===== src/sv/pid_pkg.sv =====
// Shared widths, register and flag codes, unit request structs and the
// saturating helpers for the PID controller. No dependencies.
`timescale 1ns / 1ps
`default_nettype none

package pid_pkg;

  localparam int DATA_W    = 32;
  localparam int FRAC_BITS = 16;
  localparam int ACC_WIDTH = 48;
  localparam int PER_W     = DATA_W - 1;
  localparam int ERR_W     = DATA_W + 1;
  localparam int MAG_W     = ACC_WIDTH + DATA_W;
  localparam int DIV_N     = ACC_WIDTH + FRAC_BITS;
  localparam int DVS_W     = DATA_W + 1;
  localparam int MUL_CNT_W = $clog2(DATA_W);
  localparam int DIV_CNT_W = $clog2(DIV_N);
  localparam int CFG_IDX_W = 3;

  typedef logic signed [ACC_WIDTH-1:0] acc_t;
  typedef logic [MAG_W-1:0]            mag_t;
  typedef logic [CFG_IDX_W-1:0]        cfg_idx_t;
  typedef logic [1:0]                  limit_t;

  localparam acc_t ACC_MAX = {1'b0, {(ACC_WIDTH-1){1'b1}}};
  localparam acc_t ACC_MIN = {1'b1, {(ACC_WIDTH-1){1'b0}}};
  localparam mag_t ACC_CAP = mag_t'(1) << (ACC_WIDTH - 1);

  localparam cfg_idx_t REG_SETPOINT = cfg_idx_t'(0);
  localparam cfg_idx_t REG_PROP     = cfg_idx_t'(1);
  localparam cfg_idx_t REG_INTEG    = cfg_idx_t'(2);
  localparam cfg_idx_t REG_DERIV    = cfg_idx_t'(3);
  localparam cfg_idx_t REG_PERIOD   = cfg_idx_t'(4);
  localparam cfg_idx_t REG_OUT_MIN  = cfg_idx_t'(5);
  localparam cfg_idx_t REG_OUT_MAX  = cfg_idx_t'(6);

  localparam limit_t LIM_NONE = 2'd0;
  localparam limit_t LIM_MAX  = 2'd1;
  localparam limit_t LIM_MIN  = 2'd2;

  typedef struct packed {
    logic                 start;
    logic [DATA_W-1:0]    a;
    logic [ACC_WIDTH-1:0] b;
  } mul_req_t;

  typedef struct packed {
    logic             start;
    logic [DIV_N-1:0] dividend;
    logic [DVS_W-1:0] divisor;
  } div_req_t;

  function automatic logic [DATA_W-1:0] mag_data(input logic [DATA_W-1:0] x);
    return x[DATA_W-1] ? (~x + 1'b1) : x;
  endfunction

  function automatic logic [ERR_W-1:0] mag_err(input logic [ERR_W-1:0] x);
    return x[ERR_W-1] ? (~x + 1'b1) : x;
  endfunction

  function automatic logic [ACC_WIDTH-1:0] mag_acc(input logic [ACC_WIDTH-1:0] x);
    return x[ACC_WIDTH-1] ? (~x + 1'b1) : x;
  endfunction

  // Apply sign to a magnitude, saturating to the accumulator range.
  function automatic acc_t sat_mag(input mag_t m, input logic neg);
    logic [ACC_WIDTH-1:0] low;
    low = m[ACC_WIDTH-1:0];
    if (m >= ACC_CAP) begin
      return neg ? ACC_MIN : ACC_MAX;
    end
    return neg ? acc_t'(~low + 1'b1) : acc_t'(low);
  endfunction

  function automatic acc_t sat_add(input acc_t a, input acc_t b);
    logic [ACC_WIDTH:0] s;
    s = {a[ACC_WIDTH-1], a} + {b[ACC_WIDTH-1], b};
    if (s[ACC_WIDTH] != s[ACC_WIDTH-1]) begin
      return s[ACC_WIDTH] ? ACC_MIN : ACC_MAX;
    end
    return acc_t'(s[ACC_WIDTH-1:0]);
  endfunction

  function automatic acc_t sat_sub(input acc_t a, input acc_t b);
    logic [ACC_WIDTH:0] s;
    s = {a[ACC_WIDTH-1], a} - {b[ACC_WIDTH-1], b};
    if (s[ACC_WIDTH] != s[ACC_WIDTH-1]) begin
      return s[ACC_WIDTH] ? ACC_MIN : ACC_MAX;
    end
    return acc_t'(s[ACC_WIDTH-1:0]);
  endfunction

endpackage

`default_nettype wire


===== src/sv/pid_ser_mul.sv =====
// Radix-2 shift-add multiplier for unsigned magnitudes, one multiplier bit
// per cycle. Depends on pid_pkg.
`timescale 1ns / 1ps
`default_nettype none

module pid_ser_mul (
  input  wire logic             clk,
  input  wire logic             rst_n,
  input  wire pid_pkg::mul_req_t req,
  output logic                  busy,
  output pid_pkg::mag_t         prod
);

  logic                              busy_r, busy_nxt;
  logic [pid_pkg::MUL_CNT_W-1:0]     cnt_r, cnt_nxt;
  logic [pid_pkg::ACC_WIDTH-1:0]     b_r, b_nxt;
  pid_pkg::mag_t                     p_r, p_nxt;
  logic [pid_pkg::ACC_WIDTH:0]       sum;

  always_comb begin
    busy_nxt = busy_r;
    cnt_nxt  = cnt_r;
    b_nxt    = b_r;
    p_nxt    = p_r;
    sum = {1'b0, p_r[pid_pkg::MAG_W-1:pid_pkg::DATA_W]} +
          (p_r[0] ? {1'b0, b_r} : '0);
    if (req.start) begin
      busy_nxt = 1'b1;
      cnt_nxt  = '0;
      b_nxt    = req.b;
      p_nxt    = {{pid_pkg::ACC_WIDTH{1'b0}}, req.a};
    end else if (busy_r) begin
      // add the partial product, retire one multiplier bit
      p_nxt   = {sum, p_r[pid_pkg::DATA_W-1:1]};
      cnt_nxt = cnt_r + 1'b1;
      if (cnt_r == pid_pkg::MUL_CNT_W'(pid_pkg::DATA_W - 1)) begin
        busy_nxt = 1'b0;
      end
    end
  end

  always_ff @(posedge clk) begin
    if (!rst_n) begin
      busy_r <= 1'b0;
      cnt_r  <= '0;
    end else begin
      busy_r <= busy_nxt;
      cnt_r  <= cnt_nxt;
    end
  end

  always_ff @(posedge clk) begin
    b_r <= b_nxt;
    p_r <= p_nxt;
  end

  assign busy = busy_r;
  assign prod = p_r;

`ifndef ASSERT_OFF
  a_mul_no_restart: assert property (@(posedge clk) disable iff (!rst_n)
    req.start |-> !busy_r)
    else $error("multiplier restarted while busy");
`endif

endmodule

`default_nettype wire


===== src/sv/pid_ser_div.sv =====
// Restoring divider, one quotient bit per cycle, with a sticky overflow
// flag that pins the quotient at the accumulator cap. Depends on pid_pkg.
`timescale 1ns / 1ps
`default_nettype none

module pid_ser_div (
  input  wire logic             clk,
  input  wire logic             rst_n,
  input  wire pid_pkg::div_req_t req,
  output logic                  busy,
  output pid_pkg::mag_t         quot
);

  logic                              busy_r, busy_nxt;
  logic [pid_pkg::DIV_CNT_W-1:0]     cnt_r, cnt_nxt;
  logic [pid_pkg::DIV_N-1:0]         n_r, n_nxt;
  logic [pid_pkg::DVS_W-1:0]         d_r, d_nxt;
  logic [pid_pkg::DVS_W-1:0]         rem_r, rem_nxt;
  logic [pid_pkg::ACC_WIDTH-1:0]     q_r, q_nxt;
  logic                              ovf_r, ovf_nxt;
  logic [pid_pkg::DVS_W:0]           r2;
  logic [pid_pkg::DVS_W:0]           r2_sub;
  logic                              ge;

  always_comb begin
    busy_nxt = busy_r;
    cnt_nxt  = cnt_r;
    n_nxt    = n_r;
    d_nxt    = d_r;
    rem_nxt  = rem_r;
    q_nxt    = q_r;
    ovf_nxt  = ovf_r;
    r2       = {rem_r, n_r[pid_pkg::DIV_N-1]};
    r2_sub   = r2 - {1'b0, d_r};
    ge       = (r2 >= {1'b0, d_r});
    if (req.start) begin
      busy_nxt = 1'b1;
      cnt_nxt  = '0;
      n_nxt    = req.dividend;
      d_nxt    = req.divisor;
      rem_nxt  = '0;
      q_nxt    = '0;
      ovf_nxt  = 1'b0;
    end else if (busy_r) begin
      n_nxt   = {n_r[pid_pkg::DIV_N-2:0], 1'b0};
      rem_nxt = ge ? r2_sub[pid_pkg::DVS_W-1:0] : r2[pid_pkg::DVS_W-1:0];
      q_nxt   = {q_r[pid_pkg::ACC_WIDTH-2:0], ge};
      // a bit shifted out of the quotient means it is past the cap
      ovf_nxt = ovf_r | q_r[pid_pkg::ACC_WIDTH-1];
      cnt_nxt = cnt_r + 1'b1;
      if (cnt_r == pid_pkg::DIV_CNT_W'(pid_pkg::DIV_N - 1)) begin
        busy_nxt = 1'b0;
      end
    end
  end

  always_ff @(posedge clk) begin
    if (!rst_n) begin
      busy_r <= 1'b0;
      cnt_r  <= '0;
    end else begin
      busy_r <= busy_nxt;
      cnt_r  <= cnt_nxt;
    end
  end

  always_ff @(posedge clk) begin
    n_r   <= n_nxt;
    d_r   <= d_nxt;
    rem_r <= rem_nxt;
    q_r   <= q_nxt;
    ovf_r <= ovf_nxt;
  end

  assign busy = busy_r;
  assign quot = ovf_r ? pid_pkg::ACC_CAP : pid_pkg::mag_t'(q_r);

`ifndef ASSERT_OFF
  a_div_rem_bound: assert property (@(posedge clk) disable iff (!rst_n)
    busy_r |-> (rem_r < d_r))
    else $error("divider remainder not below divisor");
`endif

endmodule

`default_nettype wire


===== src/sv/pid_antiwindup_controller_top.sv =====
// Top level of the PID controller with back-calculation anti-windup.
// Depends on pid_pkg, pid_ser_mul and pid_ser_div.
`timescale 1ns / 1ps
`default_nettype none

// One measurement request in gives one clamped drive request out, in signed
// Q16.16. The block works on one sample at a time: a request is taken only
// while the sequencer is idle, and a result waiting in the output register
// does not block that. A sample's processing time is set by the 64-step
// restoring divider (derivative, then back-calculation term, the latter
// skipped when the integral gain is zero) and by the 32-step shift-add
// multiplier, which forms the four products, three of them while the
// divider runs (two when the integral gain is zero) and one after the
// integral update. Configuration writes are always taken (cfg_ready is tied
// high) and must only happen while no sample is in flight; an index past
// the last register is dropped. A zero sample period acts as one LSB. With
// crossed limits, a value above the upper one drives it, any other the lower.
module pid_antiwindup_controller_top (
  input  wire logic                          clk,
  input  wire logic                          rst_n,
  input  wire logic                          in_valid,
  output logic                               in_stall,
  input  wire logic [pid_pkg::DATA_W-1:0]    in_measurement,
  output logic                               out_valid,
  input  wire logic                          out_stall,
  output logic [pid_pkg::DATA_W-1:0]         out_drive,
  output logic [1:0]                         out_limit_hit,
  input  wire logic                          cfg_valid,
  output logic                               cfg_ready,
  input  wire logic [pid_pkg::CFG_IDX_W-1:0] cfg_index,
  input  wire logic [pid_pkg::DATA_W-1:0]    cfg_data
);

  typedef enum logic [3:0] {
    S_IDLE, S_A, S_A1, S_A2, S_B, S_B1, S_I1, S_I2,
    S_C, S_C1, S_U1, S_U2, S_CLAMP
  } state_t;

  state_t state_r;

  // configuration registers
  logic [pid_pkg::DATA_W-1:0] sp_r, kp_r, ki_r, kd_r, min_r, max_r;
  logic [pid_pkg::PER_W-1:0]  per_r;

  // controller state
  logic [pid_pkg::DATA_W-1:0] last_meas_r;
  logic [pid_pkg::DATA_W-1:0] last_clamp_r;
  pid_pkg::acc_t              integ_r;
  pid_pkg::acc_t              last_unc_r;

  // per-sample working registers
  logic [pid_pkg::DATA_W-1:0] meas_r;
  logic [pid_pkg::ERR_W-1:0]  err_r, ddiff_r;
  pid_pkg::acc_t              bd_r, delta_r, back_r, prop_r, deriv_r;
  pid_pkg::acc_t              dterm_r, iterm_r, u_r;

  // output register
  logic                       out_valid_r;
  logic [pid_pkg::DATA_W-1:0] out_drive_r;
  pid_pkg::limit_t            out_limit_r;

  logic [pid_pkg::PER_W-1:0]  per_eff;
  logic [pid_pkg::ERR_W-1:0]  err_nxt, ddiff_nxt;
  logic                       in_accept;
  logic                       out_free;
  logic                       ki_zero;

  pid_pkg::mul_req_t          mul_req;
  pid_pkg::div_req_t          div_req;
  logic                       mul_busy, div_busy;
  pid_pkg::mag_t              mul_prod, div_quot;

  pid_pkg::acc_t              hi_ext, lo_ext;
  logic [pid_pkg::DATA_W-1:0] drive_nxt;
  pid_pkg::limit_t            limit_nxt;

  assign in_stall  = (state_r != S_IDLE);
  assign in_accept = in_valid && !in_stall;
  assign cfg_ready = 1'b1;
  assign out_free  = !out_valid_r || !out_stall;
  assign ki_zero   = (ki_r == '0);

  // zero period runs as the smallest period
  assign per_eff = (per_r == '0) ? pid_pkg::PER_W'(1) : per_r;

  // both differences are exact in one extra bit
  assign err_nxt   = {sp_r[pid_pkg::DATA_W-1], sp_r} -
                     {in_measurement[pid_pkg::DATA_W-1], in_measurement};
  assign ddiff_nxt = {last_meas_r[pid_pkg::DATA_W-1], last_meas_r} -
                     {in_measurement[pid_pkg::DATA_W-1], in_measurement};

  // Issue unit requests: derivative division under the period and proportional
  // products, then the back-calculation division under the derivative product.
  always_comb begin
    mul_req = '0;
    div_req = '0;
    case (state_r)
      S_A: begin
        mul_req.start    = 1'b1;
        mul_req.a        = pid_pkg::DATA_W'(per_eff);
        mul_req.b        = pid_pkg::ACC_WIDTH'(pid_pkg::mag_err(err_r));
        div_req.start    = 1'b1;
        div_req.dividend = pid_pkg::DIV_N'(pid_pkg::mag_err(ddiff_r)) << pid_pkg::FRAC_BITS;
        div_req.divisor  = pid_pkg::DVS_W'(per_eff);
      end
      S_A1: begin
        mul_req.start = !mul_busy;
        mul_req.a     = pid_pkg::mag_data(kp_r);
        mul_req.b     = pid_pkg::ACC_WIDTH'(pid_pkg::mag_err(err_r));
      end
      S_B: begin
        mul_req.start    = 1'b1;
        mul_req.a        = pid_pkg::mag_data(kd_r);
        mul_req.b        = pid_pkg::mag_acc(deriv_r);
        // skip the back-calculation term for zero integral gain
        div_req.start    = !ki_zero;
        div_req.dividend = pid_pkg::DIV_N'(pid_pkg::mag_acc(bd_r)) << pid_pkg::FRAC_BITS;
        div_req.divisor  = {pid_pkg::mag_data(ki_r), 1'b0};
      end
      S_C: begin
        mul_req.start = 1'b1;
        mul_req.a     = pid_pkg::mag_data(ki_r);
        mul_req.b     = pid_pkg::mag_acc(integ_r);
      end
      default: begin
      end
    endcase
  end

  pid_ser_mul u_mul (
    .clk   (clk),
    .rst_n (rst_n),
    .req   (mul_req),
    .busy  (mul_busy),
    .prod  (mul_prod)
  );

  pid_ser_div u_div (
    .clk   (clk),
    .rst_n (rst_n),
    .req   (div_req),
    .busy  (div_busy),
    .quot  (div_quot)
  );

  // Clamp: test the upper limit first.
  always_comb begin
    hi_ext = pid_pkg::acc_t'($signed(max_r));
    lo_ext = pid_pkg::acc_t'($signed(min_r));
    if (u_r > hi_ext) begin
      drive_nxt = max_r;
      limit_nxt = pid_pkg::LIM_MAX;
    end else if (u_r < lo_ext) begin
      drive_nxt = min_r;
      limit_nxt = pid_pkg::LIM_MIN;
    end else begin
      drive_nxt = u_r[pid_pkg::DATA_W-1:0];
      limit_nxt = pid_pkg::LIM_NONE;
    end
  end

  // Sequencer, controller state and output register.
  always_ff @(posedge clk) begin
    if (!rst_n) begin
      state_r      <= S_IDLE;
      out_valid_r  <= 1'b0;
      last_meas_r  <= '0;
      last_clamp_r <= '0;
      integ_r      <= '0;
      last_unc_r   <= '0;
    end else begin
      // drop the result once the request is taken downstream, unless the
      // clamp step reloads the register in the same cycle
      if (out_valid_r && !out_stall && state_r != S_CLAMP) begin
        out_valid_r <= 1'b0;
      end
      case (state_r)
        S_IDLE: begin
          if (in_accept) begin
            state_r <= S_A;
          end
        end
        S_A: state_r <= S_A1;
        S_A1: begin
          if (!mul_busy) begin
            state_r <= S_A2;
          end
        end
        S_A2: begin
          if (!mul_busy && !div_busy) begin
            state_r <= S_B;
          end
        end
        S_B: state_r <= S_B1;
        S_B1: begin
          if (!mul_busy && !div_busy) begin
            state_r <= S_I1;
          end
        end
        S_I1: state_r <= S_I2;
        S_I2: begin
          integ_r <= pid_pkg::sat_add(integ_r, delta_r);
          state_r <= S_C;
        end
        S_C: state_r <= S_C1;
        S_C1: begin
          if (!mul_busy) begin
            state_r <= S_U1;
          end
        end
        S_U1: state_r <= S_U2;
        S_U2: state_r <= S_CLAMP;
        S_CLAMP: begin
          // hold until the output register has room
          if (out_free) begin
            out_valid_r  <= 1'b1;
            out_drive_r  <= drive_nxt;
            out_limit_r  <= limit_nxt;
            last_unc_r   <= u_r;
            last_clamp_r <= drive_nxt;
            last_meas_r  <= meas_r;
            state_r      <= S_IDLE;
          end
        end
        default: state_r <= S_IDLE;
      endcase
    end
  end

  // Working registers: capture unit results as each run finishes.
  always_ff @(posedge clk) begin
    case (state_r)
      S_IDLE: begin
        if (in_accept) begin
          meas_r  <= in_measurement;
          err_r   <= err_nxt;
          ddiff_r <= ddiff_nxt;
        end
      end
      S_A: begin
        bd_r <= pid_pkg::sat_sub(pid_pkg::acc_t'($signed(last_clamp_r)), last_unc_r);
      end
      S_A1: begin
        if (!mul_busy) begin
          // period times half the error
          delta_r <= pid_pkg::sat_mag(mul_prod >> (pid_pkg::FRAC_BITS + 1),
                                      err_r[pid_pkg::ERR_W-1]);
        end
      end
      S_A2: begin
        if (!mul_busy && !div_busy) begin
          prop_r  <= pid_pkg::sat_mag(mul_prod >> pid_pkg::FRAC_BITS,
                                      kp_r[pid_pkg::DATA_W-1] ^ err_r[pid_pkg::ERR_W-1]);
          deriv_r <= pid_pkg::sat_mag(div_quot, ddiff_r[pid_pkg::ERR_W-1]);
        end
      end
      S_B1: begin
        if (!mul_busy && !div_busy) begin
          dterm_r <= pid_pkg::sat_mag(mul_prod >> pid_pkg::FRAC_BITS,
                                      kd_r[pid_pkg::DATA_W-1] ^ deriv_r[pid_pkg::ACC_WIDTH-1]);
          back_r  <= ki_zero ? '0 :
                     pid_pkg::sat_mag(div_quot,
                                      bd_r[pid_pkg::ACC_WIDTH-1] ^ ki_r[pid_pkg::DATA_W-1]);
        end
      end
      S_I1: delta_r <= pid_pkg::sat_add(delta_r, back_r);
      S_C1: begin
        if (!mul_busy) begin
          iterm_r <= pid_pkg::sat_mag(mul_prod >> pid_pkg::FRAC_BITS,
                                      ki_r[pid_pkg::DATA_W-1] ^ integ_r[pid_pkg::ACC_WIDTH-1]);
        end
      end
      S_U1: u_r <= pid_pkg::sat_add(prop_r, iterm_r);
      S_U2: u_r <= pid_pkg::sat_add(u_r, dterm_r);
      default: begin
      end
    endcase
  end

  // Configuration registers.
  always_ff @(posedge clk) begin
    if (!rst_n) begin
      sp_r  <= '0;
      kp_r  <= '0;
      ki_r  <= pid_pkg::DATA_W'(1) << pid_pkg::FRAC_BITS;
      kd_r  <= '0;
      per_r <= pid_pkg::PER_W'(1) << pid_pkg::FRAC_BITS;
      min_r <= {1'b1, {(pid_pkg::DATA_W-1){1'b0}}};
      max_r <= {1'b0, {(pid_pkg::DATA_W-1){1'b1}}};
    end else if (cfg_valid && cfg_ready) begin
      case (cfg_index)
        pid_pkg::REG_SETPOINT: sp_r  <= cfg_data;
        pid_pkg::REG_PROP:     kp_r  <= cfg_data;
        pid_pkg::REG_INTEG:    ki_r  <= cfg_data;
        pid_pkg::REG_DERIV:    kd_r  <= cfg_data;
        pid_pkg::REG_PERIOD:   per_r <= cfg_data[pid_pkg::PER_W-1:0];
        pid_pkg::REG_OUT_MIN:  min_r <= cfg_data;
        pid_pkg::REG_OUT_MAX:  max_r <= cfg_data;
        default: begin
        end
      endcase
    end
  end

  assign out_valid     = out_valid_r;
  assign out_drive     = out_drive_r;
  assign out_limit_hit = out_limit_r;

`ifndef ASSERT_OFF
  a_idle_units_quiet: assert property (@(posedge clk) disable iff (!rst_n)
    (state_r == S_IDLE) |-> (!mul_busy && !div_busy))
    else $error("arithmetic unit still busy while sequencer is idle");

  a_result_from_clamp: assert property (@(posedge clk) disable iff (!rst_n)
    $rose(out_valid_r) |-> ($past(state_r) == S_CLAMP))
    else $error("result appeared outside the clamp step");

  a_clamp_loads: assert property (@(posedge clk) disable iff (!rst_n)
    (state_r == S_CLAMP && !out_stall) |=> out_valid_r)
    else $error("clamp step did not load the output register");
`endif

endmodule

`default_nettype wire


===== config.mk =====
export PLATFORM = sky130hd
export DESIGN_NAME = pid_antiwindup_controller_top
export DESIGN_NICKNAME = d
export VERILOG_FILES = /design/src/sv/pid_pkg.sv /design/src/sv/pid_ser_mul.sv /design/src/sv/pid_ser_div.sv /design/src/sv/pid_antiwindup_controller_top.sv
export SDC_FILE = /design/constraint.sdc
export NUM_CORES = 2
export LEC_CHECK = 0
export BUFFER_PORTS_ARGS = -buffer_cell sky130_fd_sc_hd__buf_4
export CAP_MARGIN = 20
export CORE_AREA = 3 3 407 409
export CTS_CLUSTER_DIAMETER = 200
export CTS_CLUSTER_SIZE = 30
export DETAILED_ROUTE_END_ITERATION = 6
export DIE_AREA = 0 0 410 412
export PLACE_DENSITY = 0.65
export SETUP_SLACK_MARGIN = 0.1
export SYNTH_ARGS = -nofsm -noshare
export SYNTH_HDL_FRONTEND = slang
export SYNTH_SLANG_ARGS = --single-unit

===== constraint.sdc =====
create_clock -name clk -period 14.92 [get_ports clk]
set_clock_uncertainty 0.05 [all_clocks]
set_input_delay 2.238 -clock clk [delete_from_list [all_inputs] [get_ports clk]]
set_output_delay 2.238 -clock clk [all_outputs]
set_load 0.005 [all_outputs]

Word level (Yosys, flattened, before mapping)

Cells that the tools add are included.

Word-level logic and storage cells: 256
Output and inout bits: 37
Register bits after elaboration: 1224
Bits of input ports: 72

Equal/unequal tests: 32
Reduce and logical (&&, ||, !) cells: 37
Add/subtract/negate cells: 22
Order comparisons: 6
Bitwise logic cells: 18
Multiplexer cells: 103

Operators with widths:

| kind                  | number |
|---|---|
| $mux 48               | 45 |
| $pmux 81 s4           | 1 |
| $add 48x1->48 const B | 6 |
| $not 48->48           | 6 |
| $add 48x48->49        | 5 |
| $mux 32               | 7 |
| $pmux 98 s2           | 1 |
| $pmux 48 s2           | 2 |
| $mux 64               | 2 |
| $mux 33               | 3 |
| $add 32x1->32 const B | 3 |
| $not 32->32           | 3 |
| $ge 80x48->1 const B  | 1 |
| $add 33x1->33 const B | 2 |
| $not 33->33           | 2 |
| $sub 32x32->33        | 2 |
| $ge 64x48->1 const B  | 1 |
| $ge 63x48->1 const B  | 1 |
| $pmux 4 s13           | 1 |
| $sub 32x48->49        | 1 |
| $gt 48x32->1          | 1 |
| $lt 48x32->1          | 1 |
| $ge 34x33->1          | 1 |
| $mux 1                | 33 |
| other kinds (34)      | 87 |

Depth between registers and ports, before layout

Word-level depth: 7
Mapped depth: 17
Depth with buffers taken out: 16

Hierarchy

A second synthesis with hierarchy kept.

Cell total of the unflattened synthesis: 9686
Area total of the unflattened synthesis: 83377.5 µm²

By module, submodules not included:

| module                        | times used | cells an instance | area each (µm²) |
|---|---|---|---|
| pid_antiwindup_controller_top | 1          | 8022              | 65997.0 |
| pid_ser_div                   | 1          | 921               | 9779.4 |
| pid_ser_mul                   | 1          | 743               | 7601.0 |

Worst setup path after synthesis

OpenSTA, ideal clock, no wires.

Path kind: reg2reg
Start: register state_r[3]
End: register back_r[0] (enable)
Arrival: 9.932 ns
Setup slack: 4.152 ns
Cell stages (with the launch flop): 5
Library setup time: 0.786 ns
Required time: 14.084 ns
Path through: dfxtp_1 clkbuf_1 nand2b_1 clkbuf_1 nor4_1

Word-level cells in the longest chain between the ends: 2

RTL lines:

| item                              | line                                 | source |
|---|---|---|
| start, declared                   | pid_antiwindup_controller_top.sv:39  | `state_t state_r;` |
| start signal, assigned            | pid_antiwindup_controller_top.sv:165 | `state_r <= S_IDLE;` |
| start signal, assigned            | pid_antiwindup_controller_top.sv:180 | `state_r <= S_A;` |
| start signal, assigned            | pid_antiwindup_controller_top.sv:183 | `S_A: state_r <= S_A1;` |
| $eq 4x3->1                        | pid_antiwindup_controller_top.sv:232 | `case (state_r)` |
| $reduce_and 2->1 (no source line) | -                                    |  |
| end signal, assigned              | pid_antiwindup_controller_top.sv:261 | `back_r <= ki_zero ? '0 :` |
| end, declared                     | pid_antiwindup_controller_top.sv:54  | `pid_pkg::acc_t bd_r, delta_r, back_r, prop_r, deriv_r;` |

Every way passes these cells.
A chain may end at the register's enable or synchronous reset.

Worst setup path after layout

Start: register ki_r[7] (netlist name)
End: register u_div.n_r[54] (netlist name) (enable)

Word-level cells in the longest chain between the ends: 4

RTL lines:

| item                               | line                                 | source |
|---|---|---|
| start, declared                    | pid_antiwindup_controller_top.sv:42  | `logic [pid_pkg::DATA_W-1:0] sp_r, kp_r, ki_r, kd_r, min_r, max_r;` |
| start signal, assigned             | pid_antiwindup_controller_top.sv:285 | `ki_r <= pid_pkg::DATA_W'(1) << pid_pkg::FRAC_BITS;` |
| start signal, assigned             | pid_antiwindup_controller_top.sv:294 | `pid_pkg::REG_INTEG: ki_r <= cfg_data;` |
| $logic_not 32->1                   | pid_antiwindup_controller_top.sv:81  | `assign ki_zero = (ki_r == '0);` |
| $logic_not 1->1                    | pid_antiwindup_controller_top.sv:116 | `div_req.start = !ki_zero;` |
| $pmux 98 s2                        | pid_antiwindup_controller_top.sv:97  | `case (state_r)` |
| $reduce_bool 2->1 (no source line) | -                                    |  |
| end signal, assigned               | pid_ser_div.sv:68                    | `n_r <= n_nxt;` |
| end, declared                      | pid_ser_div.sv:16                    | `logic [pid_pkg::DIV_N-1:0] n_r, n_nxt;` |

Every way passes these cells.

==> results.py <==
metrics = {
    "cts": {
        "h-tree-depth": 2,
        "worst_skew_pair.late_latency_ns": 0.73,
        "post-cts-setup-buffer-count": 0,
        "cts_resized": 0,
        "tritoncts": "done",
        "cts_root_buffer_type": "clkbuf_16",
        "hold_buffers": 0,
        "cts_inserted_buffers": 46,
        "clock_tree.buffer_depth": 3,
        "cts.reportedPaths.clkPinSlew_ns": 0.12,
        "numClockSinks": 1208,
    },
    "floorplan": {
        "core_um2": 162000,
        "pin_count": 109,
        "start_util_pct": 49.8,
        "design.die.area_um2": 169000,
        "die_w_um": 410,
        "num_rows": 148,
        "die_height_um": 412,
    },
    "timing": {
        "achievable-frequency_mhz": 173,
        "worstMarginPinSlew_ns": 1.18,
        "setup_repair_after_global_routing_missed_its_margin": "no",
        "final_hold_viol_count": 0,
        "timing.hold.ws_ns": 0.424,
        "final.period_utilization_pct": 38.8,
        "report.final.slew_viol_count": 0,
        "setup_viol_count_final": 0,
        "timing.setup.tns_ns": 0,
        "slew_headroom_pct": 21.2,
        "finalCriticalPeriod_ns": 5.79,
    },
    "critical_path": {
        "ff2ff_path_depth": 12,
        "criticalPathCategory": "reg -> reg",
        "timing.critical_path.fanout_max": 48,
        "internal_reg_to_reg_setup_slack_ns": 9.13,
        "reg2reg_from": "ki_r[7]",
        "worstSetupEndpointType": "flop",
        "worst-endpoint-required_ns": 15.16,
        "critical_path.reg2reg.endpoint": "u_div.n_r[54]",
        "timing.critical_path.from_type": "flop",
        "critPathArrivalTime_ns": 6.02,
    },
    "route": {
        "drt_wl_total_um": 274000,
        "number_of_vias_in_the_routed_layout": 71467,
        "first_iter_violations": 7822,
        "firstDrtPassIters": 6,
        "drtAntennaViolNets": 0,
        "drt_drc_violations_left": 0,
        "route.detailed.vias_per_inst": 6.32,
        "detail_route.wl_per_cell_um": 24.2,
    },
    "synth": {
        "postSynth.topFlopCell": "edfxtp_1",
        "summed_instance_area_of_the_synthesized_netlist_um2": 80800,
        "synth_fp_nets": 9972,
        "synth.distinct_cells": 91,
        "post_synth.cell_area_avg_um2": 8.60,
        "async_flop_share_pct": 0,
        "yosysWarnings": 0,
        "synth-seq-area-share_pct": 38.3,
        "number_of_synthesized_register_bits": 1208,
        "syn-instance-count": 9397,
        "synth_edf_count": 677,
    },
    "finish": {
        "fin_cells": 11302,
        "final_layout_size_suffix_gt1_share_pct": 4.30,
        "final_cell_mix": "nand2_1, a21oi_1, o21ai_0",
        "num-nets-final": 9663,
        "largest_register_ffs": 80,
        "synthToLayoutAreaGrowth_pct": 4.81,
        "layout.cells.most_common": "nand2_1",
        "num-fill-cells": 15371,
    },
    "place": {
        "hpwlAfterDp_um": 207000,
        "port-buffer-count": 107,
        "gp_congestion": 0.963,
        "place.detailed.instances": 11213,
    },
    "power_and_ir_drop": {
        "p_per_area_nw_per_um2": 147,
        "total_power_w": 0.0124,
        "irDropWorstVdd_v": 0.000125,
        "pleak_nw": 33.0,
    },
    "outcome": {
        "result_of_the_run": "completed",
    },
    "worst_hold_path": {
        "hold_path_depth": 2,
        "hp-class": "reg -> reg",
        "whs_endpoint": "last_unc_r[2]",
        "min-delay-start": "last_unc_r[2]",
    },
    "grt": {
        "gr-usage-all-layers_pct": 31.3,
        "grt_start_max_net_pins": 127,
        "grt.overflow.total": 0,
        "grt_antenna_before_repair": 5,
        "grt_first_pass_wirelength_um": 412000,
        "number_of_global_route_vias_before_repair": 66777,
    },
    "flow_run": {
        "maxCapViolCount": 0,
    },
}
-- stage by stage --
stage	cell area, um2	worst slack, ns	util [%]
final	84700	9.13	52.2
after global routing	84700	8.80	52.2
after CTS	84700	9.08	52.1
after detailed placement	83300	9.09	51.3
after global placement	83300	9.13	51.3
after floorplan	80800	4.15	-
-- per-layer routing --
metal  routed length, um  global-route usage [%]
met4               15600                    15.0
met3               19200                    3.94
met2              125000                    51.1
met1              114000                    41.3
met5                   0                       0
-- how the worst max path moves through the flow --
stage | from | end | slack [ns]
after floorplan | state_r[3] | back_r[0] | 4.15
after CTS | ki_r[7] | u_div.n_r[17] | 9.08
after detailed placement | in_measurement[0] | ddiff_r[30] | 9.09
final | ki_r[7] | u_div.n_r[54] | 9.13
after global placement | in_measurement[0] | ddiff_r[32] | 9.13
after global routing | ki_r[2] | u_div.n_r[18] | 8.80
-- critical path: stages (launching register included) --
cell and delay [ns]:
dfxtp_1 0.37, or4_1 0.59, nor3_1 0.21, nand3_1 0.16, or3_1 0.48, or3_1 0.51, nor2_4 0.19, nor2_1 0.26
nor2_4 0.17, buf_4 0.48, clkinv_2 0.56, nor2_1 0.68, inv_2 0.59
-- power by group --
part           total, W  internal [W]  switching, W
Sequential      0.00501       0.00442      0.000589
Clock           0.00172      0.000602       0.00111
Combinational   0.00572       0.00196       0.00376
-- synth_stat cells (54+ instances only) --
cell type / n / area, um2
nor2b_1: 79 / 494
o22ai_1: 54 / 338
a221o_1: 85 / 851
dfxtp_1: 531 / 10600
ha_1: 494 / 6180
or4_1: 59 / 443
a221oi_1: 59 / 517
inv_1: 324 / 1220
nand3_1: 190 / 951
o211ai_1: 102 / 766
o21ai_0: 710 / 3550
a21boi_0: 289 / 2170
nand4_1: 111 / 694
nor3_1: 153 / 766
and2_1: 80 / 500
xor2_1: 303 / 2650
a22oi_1: 62 / 465
a211oi_1: 71 / 533
edfxtp_1: 677 / 20300
o31ai_1: 105 / 788
mux2i_1: 144 / 1440
nor4_1: 77 / 482
nand2_1: 1324 / 4970
xnor2_1: 339 / 2970
a21o_1: 272 / 2040
clkbuf_1: 514 / 1930
nor2_1: 621 / 2330
or3_1: 76 / 475
a21oi_1: 773 / 3870
a31oi_1: 83 / 519
nand2b_1: 90 / 563
-- cell type report --
type                    count  area [um2]  area share (%)
clock buffers              81        1280            1.51
flip-flops and latches   1208       31000            36.6
repair buffers            209        1600            1.89
diodes                      4        10.0          0.0118
multi-input cells        7299       46900            55.3
inverters                 324        1220            1.44
clock inverters             2        46.3          0.0547
well taps                2175        2720            3.21
-- cells by family (layout without fill, tap and decap cells) --
group | count (synthesis) | in the layout | synth area share, %
xor gates and xnor gates | 642 | 642 | 6.96
muxes | 148 | 148 | 1.84
DFF | 1208 | 1208 | 38.3
buffers and inverters | 890 | 616 | 4.15
other | 1 | 5 | 0.00464
and+or+nand+nor | 3006 | 3006 | 17.0
adders and majority gates | 511 | 511 | 7.97
AOI/OAI and AO/OA | 2991 | 2991 | 23.8
(Power assumes the default switching activity.)
